===== config.mk =====
export PLATFORM = sky130hd
export DESIGN_NAME = byte_frequency_sort_top
export DESIGN_NICKNAME = d
export VERILOG_FILES = /design/src/rtl/core/bfs_pkg.sv /design/src/rtl/core/bfs_ctrl.sv /design/src/rtl/core/bfs_dp.sv /design/src/rtl/core/byte_frequency_sort_top.sv
export SDC_FILE = /design/constraint.sdc
export NUM_CORES = 2
export LEC_CHECK = 0
export ABC_AREA = 1
export BUFFER_PORTS_ARGS = -buffer_cell sky130_fd_sc_hd__buf_2
export CORE_ASPECT_RATIO = 0.8
export CORE_UTILIZATION = 30
export DETAILED_ROUTE_END_ITERATION = 8
export PLACE_DENSITY_LB_ADDON = 0.08
export SLEW_MARGIN = 20
export SYNTH_ARGS = -nofsm -noshare
export SYNTH_HDL_FRONTEND = slang
export SYNTH_SLANG_ARGS = --single-unit
export TNS_END_PERCENT = 1

===== constraint.sdc =====
create_clock -name clk -period 22.2 [get_ports clk]
set_clock_uncertainty 0.1 [all_clocks]
set_input_delay 3.33 -clock clk [delete_from_list [all_inputs] [get_ports clk]]
set_output_delay 3.33 -clock clk [all_outputs]
set_load 0.01 [all_outputs]

===== src/rtl/core/bfs_pkg.sv =====
// Package for the byte frequency sort block: payload structs, controller states,
// and the command and status structs that join controller and datapath. No dependencies.
package bfs_pkg;

  localparam int MAX_LEN_DEF      = 4096;
  localparam int SYMBOL_COUNT_DEF = 256;

  typedef struct packed {
    logic       mode;
    logic [7:0] symbol;
  } in_t;

  typedef struct packed {
    logic [7:0] out_symbol;
    logic       is_last;
    logic       empty_res;
    logic       overflowed;
  } out_t;

  typedef enum logic [3:0] {
    ST_CLEAR,
    ST_IDLE,
    ST_DISPATCH,
    ST_LD_WR,
    ST_CHK,
    ST_SCAN,
    ST_EMIT,
    ST_EMPTY
  } state_t;

  typedef enum logic [1:0] {
    RD_OP,
    RD_CUR,
    RD_IDX
  } rd_src_t;

  typedef struct packed {
    logic    in_take;
    logic    rd_en;
    rd_src_t rd_src;
    logic    clr_wr;
    logic    ld_wr;
    logic    set_drop;
    logic    chk_take;
    logic    scan_start;
    logic    scan_step;
    logic    scan_take;
    logic    emit;
    logic    emit_empty;
  } cmd_t;

  typedef struct packed {
    logic op_mode;
    logic sym_ok;
    logic full;
    logic total_zero;
    logic cur_valid;
    logic cnt_nonzero;
    logic idx_end;
    logic scan_done;
    logic out_free;
  } stat_t;

endpackage


===== src/rtl/core/bfs_ctrl.sv =====
// Controller state machine for the byte frequency sort block.
// Depends on bfs_pkg; drives the datapath by command struct only.
module bfs_ctrl import bfs_pkg::*; (
  input  logic  clk,
  input  logic  rst,
  input  logic  in_valid,
  output logic  in_stall,
  input  stat_t stat,
  output cmd_t  cmd
);

  state_t state, state_next;

  always_ff @(posedge clk) begin
    if (rst) begin
      state <= ST_CLEAR;
    end else begin
      state <= state_next;
    end
  end

  always_comb begin
    state_next = state;
    cmd        = '0;
    cmd.rd_src = RD_OP;
    in_stall   = 1'b1;
    unique case (state)
      ST_CLEAR: begin
        if (stat.idx_end) begin
          state_next = ST_IDLE;
        end else begin
          cmd.clr_wr    = 1'b1;
          cmd.scan_step = 1'b1;
        end
      end
      ST_IDLE: begin
        in_stall    = 1'b0;
        cmd.in_take = in_valid;
        if (in_valid) state_next = ST_DISPATCH;
      end
      ST_DISPATCH: begin
        if (!stat.op_mode) begin
          state_next = ST_IDLE;
          if (stat.sym_ok && !stat.full) begin
            cmd.rd_en  = 1'b1;
            cmd.rd_src = RD_OP;
            state_next = ST_LD_WR;
          end else if (stat.sym_ok) begin
            cmd.set_drop = 1'b1;
          end
        end else if (stat.total_zero) begin
          state_next = ST_EMPTY;
        end else if (stat.cur_valid) begin
          // Keep emitting the current value while copies remain.
          cmd.rd_en  = 1'b1;
          cmd.rd_src = RD_CUR;
          state_next = ST_CHK;
        end else begin
          cmd.scan_start = 1'b1;
          state_next     = ST_SCAN;
        end
      end
      ST_LD_WR: begin
        cmd.ld_wr  = 1'b1;
        state_next = ST_IDLE;
      end
      ST_CHK: begin
        if (stat.cnt_nonzero) begin
          cmd.chk_take = 1'b1;
          state_next   = ST_EMIT;
        end else begin
          cmd.scan_start = 1'b1;
          state_next     = ST_SCAN;
        end
      end
      ST_SCAN: begin
        if (!stat.idx_end) begin
          cmd.rd_en     = 1'b1;
          cmd.rd_src    = RD_IDX;
          cmd.scan_step = 1'b1;
        end
        if (stat.scan_done) begin
          cmd.scan_take = 1'b1;
          state_next    = ST_EMIT;
        end
      end
      ST_EMIT: begin
        if (stat.out_free) begin
          cmd.emit   = 1'b1;
          state_next = ST_IDLE;
        end
      end
      ST_EMPTY: begin
        if (stat.out_free) begin
          cmd.emit_empty = 1'b1;
          state_next     = ST_IDLE;
        end
      end
      default: state_next = ST_CLEAR;
    endcase
  end

endmodule


===== src/rtl/core/bfs_dp.sv =====
// Datapath for the byte frequency sort block: count memory, totals, scan for the
// largest bin, and the output register. Depends on bfs_pkg.
module bfs_dp import bfs_pkg::*; #(
  parameter int MAX_LEN      = MAX_LEN_DEF,
  parameter int SYMBOL_COUNT = SYMBOL_COUNT_DEF
) (
  input  logic  clk,
  input  logic  rst,
  input  in_t   in_data,
  input  cmd_t  cmd,
  output stat_t stat,
  output logic  out_valid,
  input  logic  out_stall,
  output out_t  out_data
);

  localparam int AW = $clog2(SYMBOL_COUNT);
  localparam int IW = $clog2(SYMBOL_COUNT + 1);
  localparam int CW = $clog2(MAX_LEN + 1);

  logic [CW-1:0] bin_mem [SYMBOL_COUNT];

  logic          op_mode;
  logic [7:0]    op_sym;
  logic [CW-1:0] total;
  logic          drop;
  logic          cur_valid;
  logic [AW-1:0] cur_sym;
  logic [CW-1:0] cur_cnt;
  logic [IW-1:0] idx;
  logic [CW-1:0] best_cnt;
  logic [AW-1:0] best_sym;
  logic [CW-1:0] rd_data;
  logic [AW-1:0] rd_tag;
  logic          rd_pend;
  logic [AW-1:0] rd_addr;

  always_comb begin
    unique case (cmd.rd_src)
      RD_OP:   rd_addr = op_sym[AW-1:0];
      RD_CUR:  rd_addr = cur_sym;
      RD_IDX:  rd_addr = idx[AW-1:0];
      default: rd_addr = op_sym[AW-1:0];
    endcase
  end

  always_ff @(posedge clk) begin
    if (cmd.rd_en) rd_data <= bin_mem[rd_addr];
    if (cmd.clr_wr) begin
      bin_mem[idx[AW-1:0]] <= '0;
    end else if (cmd.ld_wr) begin
      bin_mem[op_sym[AW-1:0]] <= rd_data + CW'(1);
    end else if (cmd.emit) begin
      bin_mem[cur_sym] <= cur_cnt - CW'(1);
    end
  end

  always_ff @(posedge clk) begin
    rd_tag <= rd_addr;
    if (cmd.in_take) begin
      op_mode <= in_data.mode;
      op_sym  <= in_data.symbol;
    end
    if (cmd.chk_take) cur_cnt <= rd_data;
    if (cmd.scan_take) begin
      cur_sym <= best_sym;
      cur_cnt <= best_cnt;
    end
    // A strict compare keeps the lower value on equal counts.
    if (cmd.scan_start) begin
      best_cnt <= '0;
      best_sym <= '0;
    end else if (rd_pend && (rd_data > best_cnt)) begin
      best_cnt <= rd_data;
      best_sym <= rd_tag;
    end
    if (cmd.emit) begin
      out_data.out_symbol <= 8'(cur_sym);
      out_data.is_last    <= (total == CW'(1));
      out_data.empty_res  <= 1'b0;
      out_data.overflowed <= drop;
    end else if (cmd.emit_empty) begin
      out_data.out_symbol <= '0;
      out_data.is_last    <= 1'b0;
      out_data.empty_res  <= 1'b1;
      out_data.overflowed <= drop;
    end
  end

  always_ff @(posedge clk) begin
    if (rst) begin
      total     <= '0;
      drop      <= 1'b0;
      cur_valid <= 1'b0;
      idx       <= '0;
      rd_pend   <= 1'b0;
      out_valid <= 1'b0;
    end else begin
      rd_pend <= cmd.rd_en && (cmd.rd_src == RD_IDX);
      if (cmd.set_drop) drop <= 1'b1;
      if (cmd.scan_start) begin
        idx <= '0;
      end else if (cmd.scan_step) begin
        idx <= idx + IW'(1);
      end
      if (cmd.ld_wr) begin
        total     <= total + CW'(1);
        cur_valid <= 1'b0;
      end else if (cmd.emit) begin
        total     <= total - CW'(1);
        cur_valid <= (total != CW'(1));
      end else if (cmd.scan_take) begin
        cur_valid <= 1'b1;
      end
      if (cmd.emit || cmd.emit_empty) begin
        out_valid <= 1'b1;
      end else if (!out_stall) begin
        out_valid <= 1'b0;
      end
    end
  end

  always_comb begin
    stat.op_mode     = op_mode;
    stat.sym_ok      = ({1'b0, op_sym} < 9'(SYMBOL_COUNT));
    stat.full        = (total == CW'(MAX_LEN));
    stat.total_zero  = (total == '0);
    stat.cur_valid   = cur_valid;
    stat.cnt_nonzero = (rd_data != '0);
    stat.idx_end     = (idx == IW'(SYMBOL_COUNT));
    stat.scan_done   = stat.idx_end && !rd_pend;
    stat.out_free    = !out_valid || !out_stall;
  end

  a_emit_free: assert property (@(posedge clk) disable iff (rst)
    (cmd.emit || cmd.emit_empty) |-> (!out_valid || !out_stall))
    else $error("result produced while the output register is still held");
  a_best_found: assert property (@(posedge clk) disable iff (rst)
    cmd.scan_take |-> (best_cnt != '0))
    else $error("scan finished without a bin holding any copies");
  a_total_cap: assert property (@(posedge clk) disable iff (rst)
    cmd.ld_wr |=> (total <= CW'(MAX_LEN)) && (total != '0))
    else $error("byte count outside its range after a load");

endmodule


===== src/rtl/core/byte_frequency_sort_top.sv =====
// Top level of the byte frequency sort block: joins bfs_ctrl and bfs_dp.
// Depends on bfs_pkg.
//
// Items with mode 0 load a byte into a histogram; items with mode 1 each pull one
// result, the bytes regrouped by decreasing count with ties to the lower value.
// After reset a clearing pass runs through the count memory before the first item is
// taken; a new item is taken only once the last one is through. A load reads the count
// of its byte and writes it back one higher. A pull that continues the current value
// rereads its count, an empty pull gives an empty result, and a pull that must choose a
// new value scans the count memory through its single read port.
// A result waits in an output register, so loads carry on while it is held.
module byte_frequency_sort_top import bfs_pkg::*; #(
  parameter int MAX_LEN      = MAX_LEN_DEF,
  parameter int SYMBOL_COUNT = SYMBOL_COUNT_DEF
) (
  input  logic clk,
  input  logic rst,
  input  logic in_valid,
  output logic in_stall,
  input  in_t  in_data,
  output logic out_valid,
  input  logic out_stall,
  output out_t out_data
);

  cmd_t  cmd;
  stat_t stat;

  bfs_ctrl u_ctrl (
    .clk      (clk),
    .rst      (rst),
    .in_valid (in_valid),
    .in_stall (in_stall),
    .stat     (stat),
    .cmd      (cmd)
  );

  bfs_dp #(
    .MAX_LEN      (MAX_LEN),
    .SYMBOL_COUNT (SYMBOL_COUNT)
  ) u_dp (
    .clk       (clk),
    .rst       (rst),
    .in_data   (in_data),
    .cmd       (cmd),
    .stat      (stat),
    .out_valid (out_valid),
    .out_stall (out_stall),
    .out_data  (out_data)
  );

endmodule


* Word level (Yosys, flattened, before mapping)
Memories as Yosys holds them, arrays and structs flattened. A register that Yosys moved wholly into a read port is not among the register bits.
Index checks and enable logic that the tools add are counted.
** Storage, ports and cells
- Register bits after elaboration :: 100
- RAM bits :: 3328
- Bits of input ports :: 13
- Output and inout bits :: 13
- Logic and storage cells :: 128
- Memories :: 1
** Cells by class
- Add/sub/neg operators :: 5
- $lt $le $gt $ge :: 1
- Eq/ne operators :: 18
- Muxes and demuxes :: 63
- Reductions and logical operators :: 22
** Memories
- u_dp.bin_mem :: words 256, width 13, read ports 1, clocked after Yosys merged registers in 1, wr ports 1, line bfs_dp.sv:21 : logic [CW-1:0] bin_mem [SYMBOL_COUNT];
** Operator list (count)
- $mux W13 :: 6
- $mux W1 :: 36
- $pmux W4 S7 :: 1
- $add A13 B1 Y13 const B :: 2
- $reduce_or A13 Y1 :: 2
- $sub A13 B1 Y13 const B :: 2
- $mux W11 :: 2
- $mux W4 :: 5
- $eq A4 B3 Y1 const B :: 4
- $mux W8 :: 2
- $pmux W8 S2 :: 1
- $mux W3 :: 5
- $eq A13 B1 Y1 const B :: 1
- $eq A13 B13 Y1 const B :: 1
- $gt A13 B13 Y1 :: 1
- $logic_not A13 Y1 :: 1
- $ne A13 B1 Y1 const B :: 1
- $reduce_bool A13 Y1 :: 1
- $add A9 B1 Y9 const B :: 1
- $eq A9 B9 Y1 const B :: 1
- $eq A4 B2 Y1 const B :: 2
- $reduce_bool A2 Y1 :: 4
- $reduce_or A2 Y1 :: 4
- $mux W2 :: 3
- other kinds (12) :: 20

* Depth between registers and ports, before layout
- Depth after elaboration :: 10
- Gate-level depth with buffers :: 30

* By module
Synthesis repeated with hierarchy kept, for this count alone.
** Unflattened totals
- Cell total of the unflattened synthesis :: 13631
- Area total of the unflattened synthesis :: 150100.2 um^2
** By module, submodules not included
- bfs_dp :: instances 1, cells an instance 13553, area an instance 149674.8 um^2, sequential area each 102648.4 um^2
- bfs_ctrl :: instances 1, cells an instance 78, area an instance 425.4 um^2, sequential area each 60.1 um^2

* Worst setup path after synthesis
Ideal clock, no wire load.
- Path type :: input -> register
- From :: in out_stall
- To :: mem u_dp.bin_mem[0][11] (netlist name) (data pin)
- Setup time :: 2.189 ns
- Arrival :: 14.088 ns
- Slack :: 5.824 ns
- Cell stages on the path :: 7
- Path buffers :: 2
- Cell sequence :: nand2_1 > inv_1 > nor2_4 > buf_4 > clkbuf_1 > nand2_1 > o21ai_0
** Between the ends
- Word-level cells in the longest chain between the ends :: 10
** RTL lines
- start, declared :: line byte_frequency_sort_top.sv:22 : input logic out_stall,
- $logic_not A1 Y1
- $logic_or A1 B1 Y1 :: line bfs_dp.sv:132 : stat.out_free = !out_valid || !out_stall;
- $mux W1 :: line bfs_ctrl.sv:88 : if (stat.out_free) begin
- $mux W1 :: line bfs_ctrl.sv:27 : unique case (state)
- $mux W1 :: line bfs_dp.sv:53 : end else if (cmd.emit) begin
- $mux W1 :: line bfs_dp.sv:51 : end else if (cmd.ld_wr) begin
- $mux W1 :: line bfs_dp.sv:49 : if (cmd.clr_wr) begin
- $mux W1 (implied by the code) :: line bfs_dp.sv:54 : bin_mem[cur_sym] <= cur_cnt - CW'(1);
- $reduce_or A13 Y1 (no source line)
- $mux W13 (no source line)
- end, declared :: line bfs_dp.sv:21
No other way between the ends.

* Final worst setup path
- From :: reg u_dp.total[0]
- To :: reg u_dp.rd_data[10], read port of u_dp.bin_mem (data pin)
** Between the ends
- Word-level cells in the longest chain between the ends :: 6
- Elaborated cells on any way between the ends :: 9
** RTL lines
- start, declared :: line bfs_dp.sv:25 : logic [CW-1:0] total;
- start signal, assigned :: line bfs_dp.sv:107 : total <= total + CW'(1);
- start signal, assigned :: line bfs_dp.sv:110 : total <= total - CW'(1);
- $logic_not A13 Y1 :: line bfs_dp.sv:127 : stat.total_zero = (total == '0);
- $mux W3 :: line bfs_ctrl.sv:51 : end else if (stat.total_zero) begin
- $mux W3 * :: line bfs_ctrl.sv:42 : if (!stat.op_mode) begin
- $pmux W3 S2 * :: line bfs_ctrl.sv:27
- $eq A2 B2 Y1 or $eq A2 B1 Y1 (tied branches) :: line bfs_dp.sv:39 : unique case (cmd.rd_src)
- $pmux W8 S2 :: line bfs_dp.sv:39
- end, declared :: line bfs_dp.sv:33 : logic [CW-1:0] rd_data;
Mark *: on every way between the ends. The rest lies on a longest branch, timed or not.
A chain may end at the register's enable or synchronous reset.

==> flow_metrics.py <==
metrics = {
    "setup_path": {
        "cp.required_ns": 22.94,
        "arrival_ns": 9.99,
        "slowest_delay_ns": 0.82,
        "worst_path_max_delay_cell": "inv_8",
        "crit_buf_inv": 10,
        "startpoint_type": "flip-flop",
        "timing.rr.end": "u_dp.rd_data[10]",
        "crit_type": "flip-flop to flip-flop",
        "rrSetupSlack_ns": 12.96,
        "critPathMostFrequentCell": "nand3_1",
        "crit_path_max_fanout": 134,
        "end_kind": "flip-flop",
        "path_delay_family": "buffers and inverters",
        "reg2reg_depth": 29,
        "timing.rr.start": "u_dp.total[0]",
    },
    "place": {
        "postPlaceCellArea_mm2": 0.159,
        "place_hpwl_um": 312000,
        "dp_slack_ns": 13.07,
        "gp_congestion": 0.814,
        "dp.cells": 19800,
        "numPortBuffers": 25,
    },
    "floorplan": {
        "core_mm2": 0.500,
        "placementRows": 232,
        "ios": 26,
        "die_y_um": 636,
        "start_util": 0.302,
        "die_area_mm2": 0.505,
        "fp.dieW_um": 794,
    },
    "synth": {
        "synth_flop_cell": "edfxtp_1",
        "yosysTopAreaCell": "edfxtp_1",
        "synthDistinctLibCells": 52,
        "ys_ff_latch": 3440,
        "mappedNetlistNets": 13700,
        "ys_async_sr_fraction": 0,
        "synth_edf_count": 3381,
        "mappedNetlistArea_mm2": 0.151,
        "synthTopCellsByArea": "edfxtp_1, nand3_1, nand2_1",
        "syn_inst": 13600,
        "synth_warnings": 0,
        "seq_area_frac_synth": 0.681,
        "syn_avg_cell_area_um2": 11.1,
        "yosys.area.top_type_share": 0.674,
    },
    "detailed_routing": {
        "vias": 102000,
        "via_per_inst": 5.00,
        "drc_errors": 0,
        "final_antenna_net_count": 0,
        "wl_per_cell_um": 26.6,
        "wirelength_um": 545000,
        "drtPass1Iterations": 8,
        "drt-initial-drc-count": 11200,
    },
    "timing": {
        "fin_crit_ns": 9.24,
        "setup_viol": 0,
        "fin_crit_sh": 0.416,
        "hold-worst-slack_ns": 0.334,
        "rsz0062_at_grt": "no",
        "fmax_mhz": 108,
        "tightest_slew_ns": 1.29,
        "setup_tns_ns": 0,
        "slew_violations": 0,
        "max_slew_margin": 0.138,
        "layout_setup_ws_ns": 12.96,
        "hold_viol": 0,
    },
    "clock_network": {
        "post_cts_resized": 0,
        "cts.path.max_buffers": 4,
        "clkSinkCount": 3440,
        "clk_pin_slew_worst_paths_ns": 0.06,
        "cts_max_level": 5,
        "postCtsSetupRepairBufs": 0,
        "clock_insertion_delay_worst_skew_ns": 1.00,
        "holdBufCountCts": 0,
        "cts_tree": "done",
        "cts_buffers": 389,
        "cts_root_buf": "clkbuf_16",
    },
    "finish": {
        "fin_area_mm2": 0.171,
        "fillCellCount": 49700,
        "fin_util": 0.342,
        "layout.nets": 13500,
        "drive_above_1_share": 0.0823,
        "area_growth_pct": 13.2,
        "finalNonFillerCells": 20500,
    },
    "power": {
        "power.leakage_nw": 65.0,
        "power_mw": 17.1,
        "max-vdd-ir-drop_mv": 0.0667,
        "power.density_mw_per_mm2": 100,
    },
    "global_routing": {
        "grt_max_degree": 186,
        "antenna_found_initial": 34,
        "grt_pass1_vias": 98500,
        "grt_pass1_wl_um": 769000,
        "grt-ovfl-total": 0,
        "track_usage": 0.209,
    },
    "outcome": {
        "outcome": "finished, final reports clean",
    },
    "hold_path": {
        "hold_path_end": "u_dp.cur_sym[0]",
        "worstHoldStart": "u_dp.best_sym[0]",
        "hold_depth": 0,
        "hold_path_class": "flip-flop to flip-flop",
    },
    "job": {
        "maxCapViolCount": 0,
    },
}
-- placed cells by master (no fill, tap or decap), types with 10 or more instances in the layout --
cell type | Yosys | final
edfxtp_1 | 3381 | 3381
nand3_1 | 2985 | 2985
nand2_1 | 2760 | 2757
inv_1 | 1795 | 1792
nand3b_1 | 937 | 937
clkbuf_16 | 0 | 397
buf_4 | 42 | 290
nor2_1 | 335 | 191
o211ai_1 | 184 | 184
nor2_2 | 4 | 146
clkinv_1 | 3 | 88
clkbuf_1 | 394 | 88
clkinv_2 | 0 | 85
dfxtp_1 | 59 | 59
a21oi_1 | 47 | 47
o21ai_0 | 54 | 47
buf_2 | 366 | 25
buf_12 | 0 | 25
ha_1 | 23 | 23
nand2_2 | 20 | 19
bufinv_16 | 0 | 19
nor2_4 | 15 | 17
nor3_1 | 16 | 16
a211oi_1 | 16 | 16
inv_2 | 14 | 13
nand4_1 | 13 | 13
nand2_4 | 8 | 10
buf_6 | 21 | 10
-- layout make-up --
| cell class | count | area, µm² | share of cell area |
|---|---|---|---|
| Antenna cell | 9 | 22.5 | 0.000132 |
| Clock inverter | 217 | 1700 | 0.00994 |
| Clock buffer | 488 | 10300 | 0.0604 |
| Sequential cell | 3440 | 103000 | 0.602 |
| Inverter | 1814 | 6850 | 0.0401 |
| Tap cell | 6669 | 8340 | 0.0489 |
| Timing Repair Buffer | 357 | 3030 | 0.0178 |
| Multi-Input combinational cell | 7480 | 37700 | 0.221 |
-- cells in the mapped netlist, types with 3 or more instances --
| master | n |
|---|---|
| nand2_2 | 20 |
| nand4_2 | 3 |
| edfxtp_1 | 3381 |
| nor2_1 | 335 |
| buf_2 | 366 |
| o21ai_1 | 8 |
| nand3b_1 | 937 |
| nand4_4 | 3 |
| ha_1 | 23 |
| clkbuf_1 | 394 |
| nand2_4 | 8 |
| inv_2 | 14 |
| nand2_1 | 2760 |
| nand4_1 | 13 |
| o21bai_1 | 3 |
| a32o_1 | 5 |
| clkinv_1 | 3 |
| buf_4 | 42 |
| nor2_4 | 15 |
| a21oi_1 | 47 |
| a211oi_1 | 16 |
| o22ai_1 | 3 |
| dfxtp_1 | 59 |
| o211ai_1 | 184 |
| buf_6 | 21 |
| nor3_1 | 16 |
| buf_1 | 73 |
| inv_1 | 1795 |
| nor2_2 | 4 |
| nand3_1 | 2985 |
| o21ai_0 | 54 |
| o21a_1 | 5 |
| o31ai_1 | 3 |
| xor2_1 | 7 |
| nor4_1 | 3 |
| nand3_2 | 3 |
-- registers in the layout (all words and copies together) (netlist names), 9 cells and up --
register and count:
u_dp.idx 9, u_dp.bin_mem 3328, u_dp.total 13, u_dp.out_data 11
u_dp.cur_cnt 13, u_dp.best_cnt 13, u_dp.rd_data 13
-- where the power goes --
group	switching [mW]	internal [mW]
Clock	2.76	3.50
Sequential	0.0452	7.32
Combinational	2.72	0.720
-- worst register-to-register path, delay by kind of cell, from the launching register on --
family        cells  cell delay (ns)
fa+ha+maj         2             0.71
buf+inv          10             5.27
flops             1             0.34
simple gates     17             2.70
-- per-layer routing --
layer | global-route usage | wire length, µm | vias up
met5 | 0 | 13 | -
met4 | 0.0476 | 12900 | 2
met3 | 0.0281 | 33500 | 651
met2 | 0.309 | 233000 | 3258
met1 | 0.322 | 266000 | 52100
li1 | - | - | 46500
-- cells by family after synthesis --
| kind of cell | share of synthesized area |
|---|---|
| AO/OA/AOI/OAI | 0.0155 |
| AND/OR/NAND/NOR | 0.228 |
| buffers and inverters | 0.0728 |
| adder cells (fa/ha/maj) | 0.00191 |
| flip-flops | 0.681 |
| XOR/XNOR | 0.000407 |
-- worst max path at each step --
stage	start	to	slack, ns	depth (start not counted)
3_5_place_dp	u_dp.total[0]	u_dp.rd_data[11]	13.07	29
6_report	u_dp.total[0]	u_dp.rd_data[10]	12.96	29
3_3_place_gp	u_dp.total[0]	u_dp.rd_data[10]	12.92	29
5_1_grt	u_dp.total[0]	u_dp.rd_data[10]	12.39	29
2_1_floorplan	out_stall	u_dp.bin_mem[0][11]	5.82	7
4_1_cts	u_dp.total[0]	u_dp.rd_data[11]	13.00	29
Note: power is estimated with default switching activity, not from simulation.
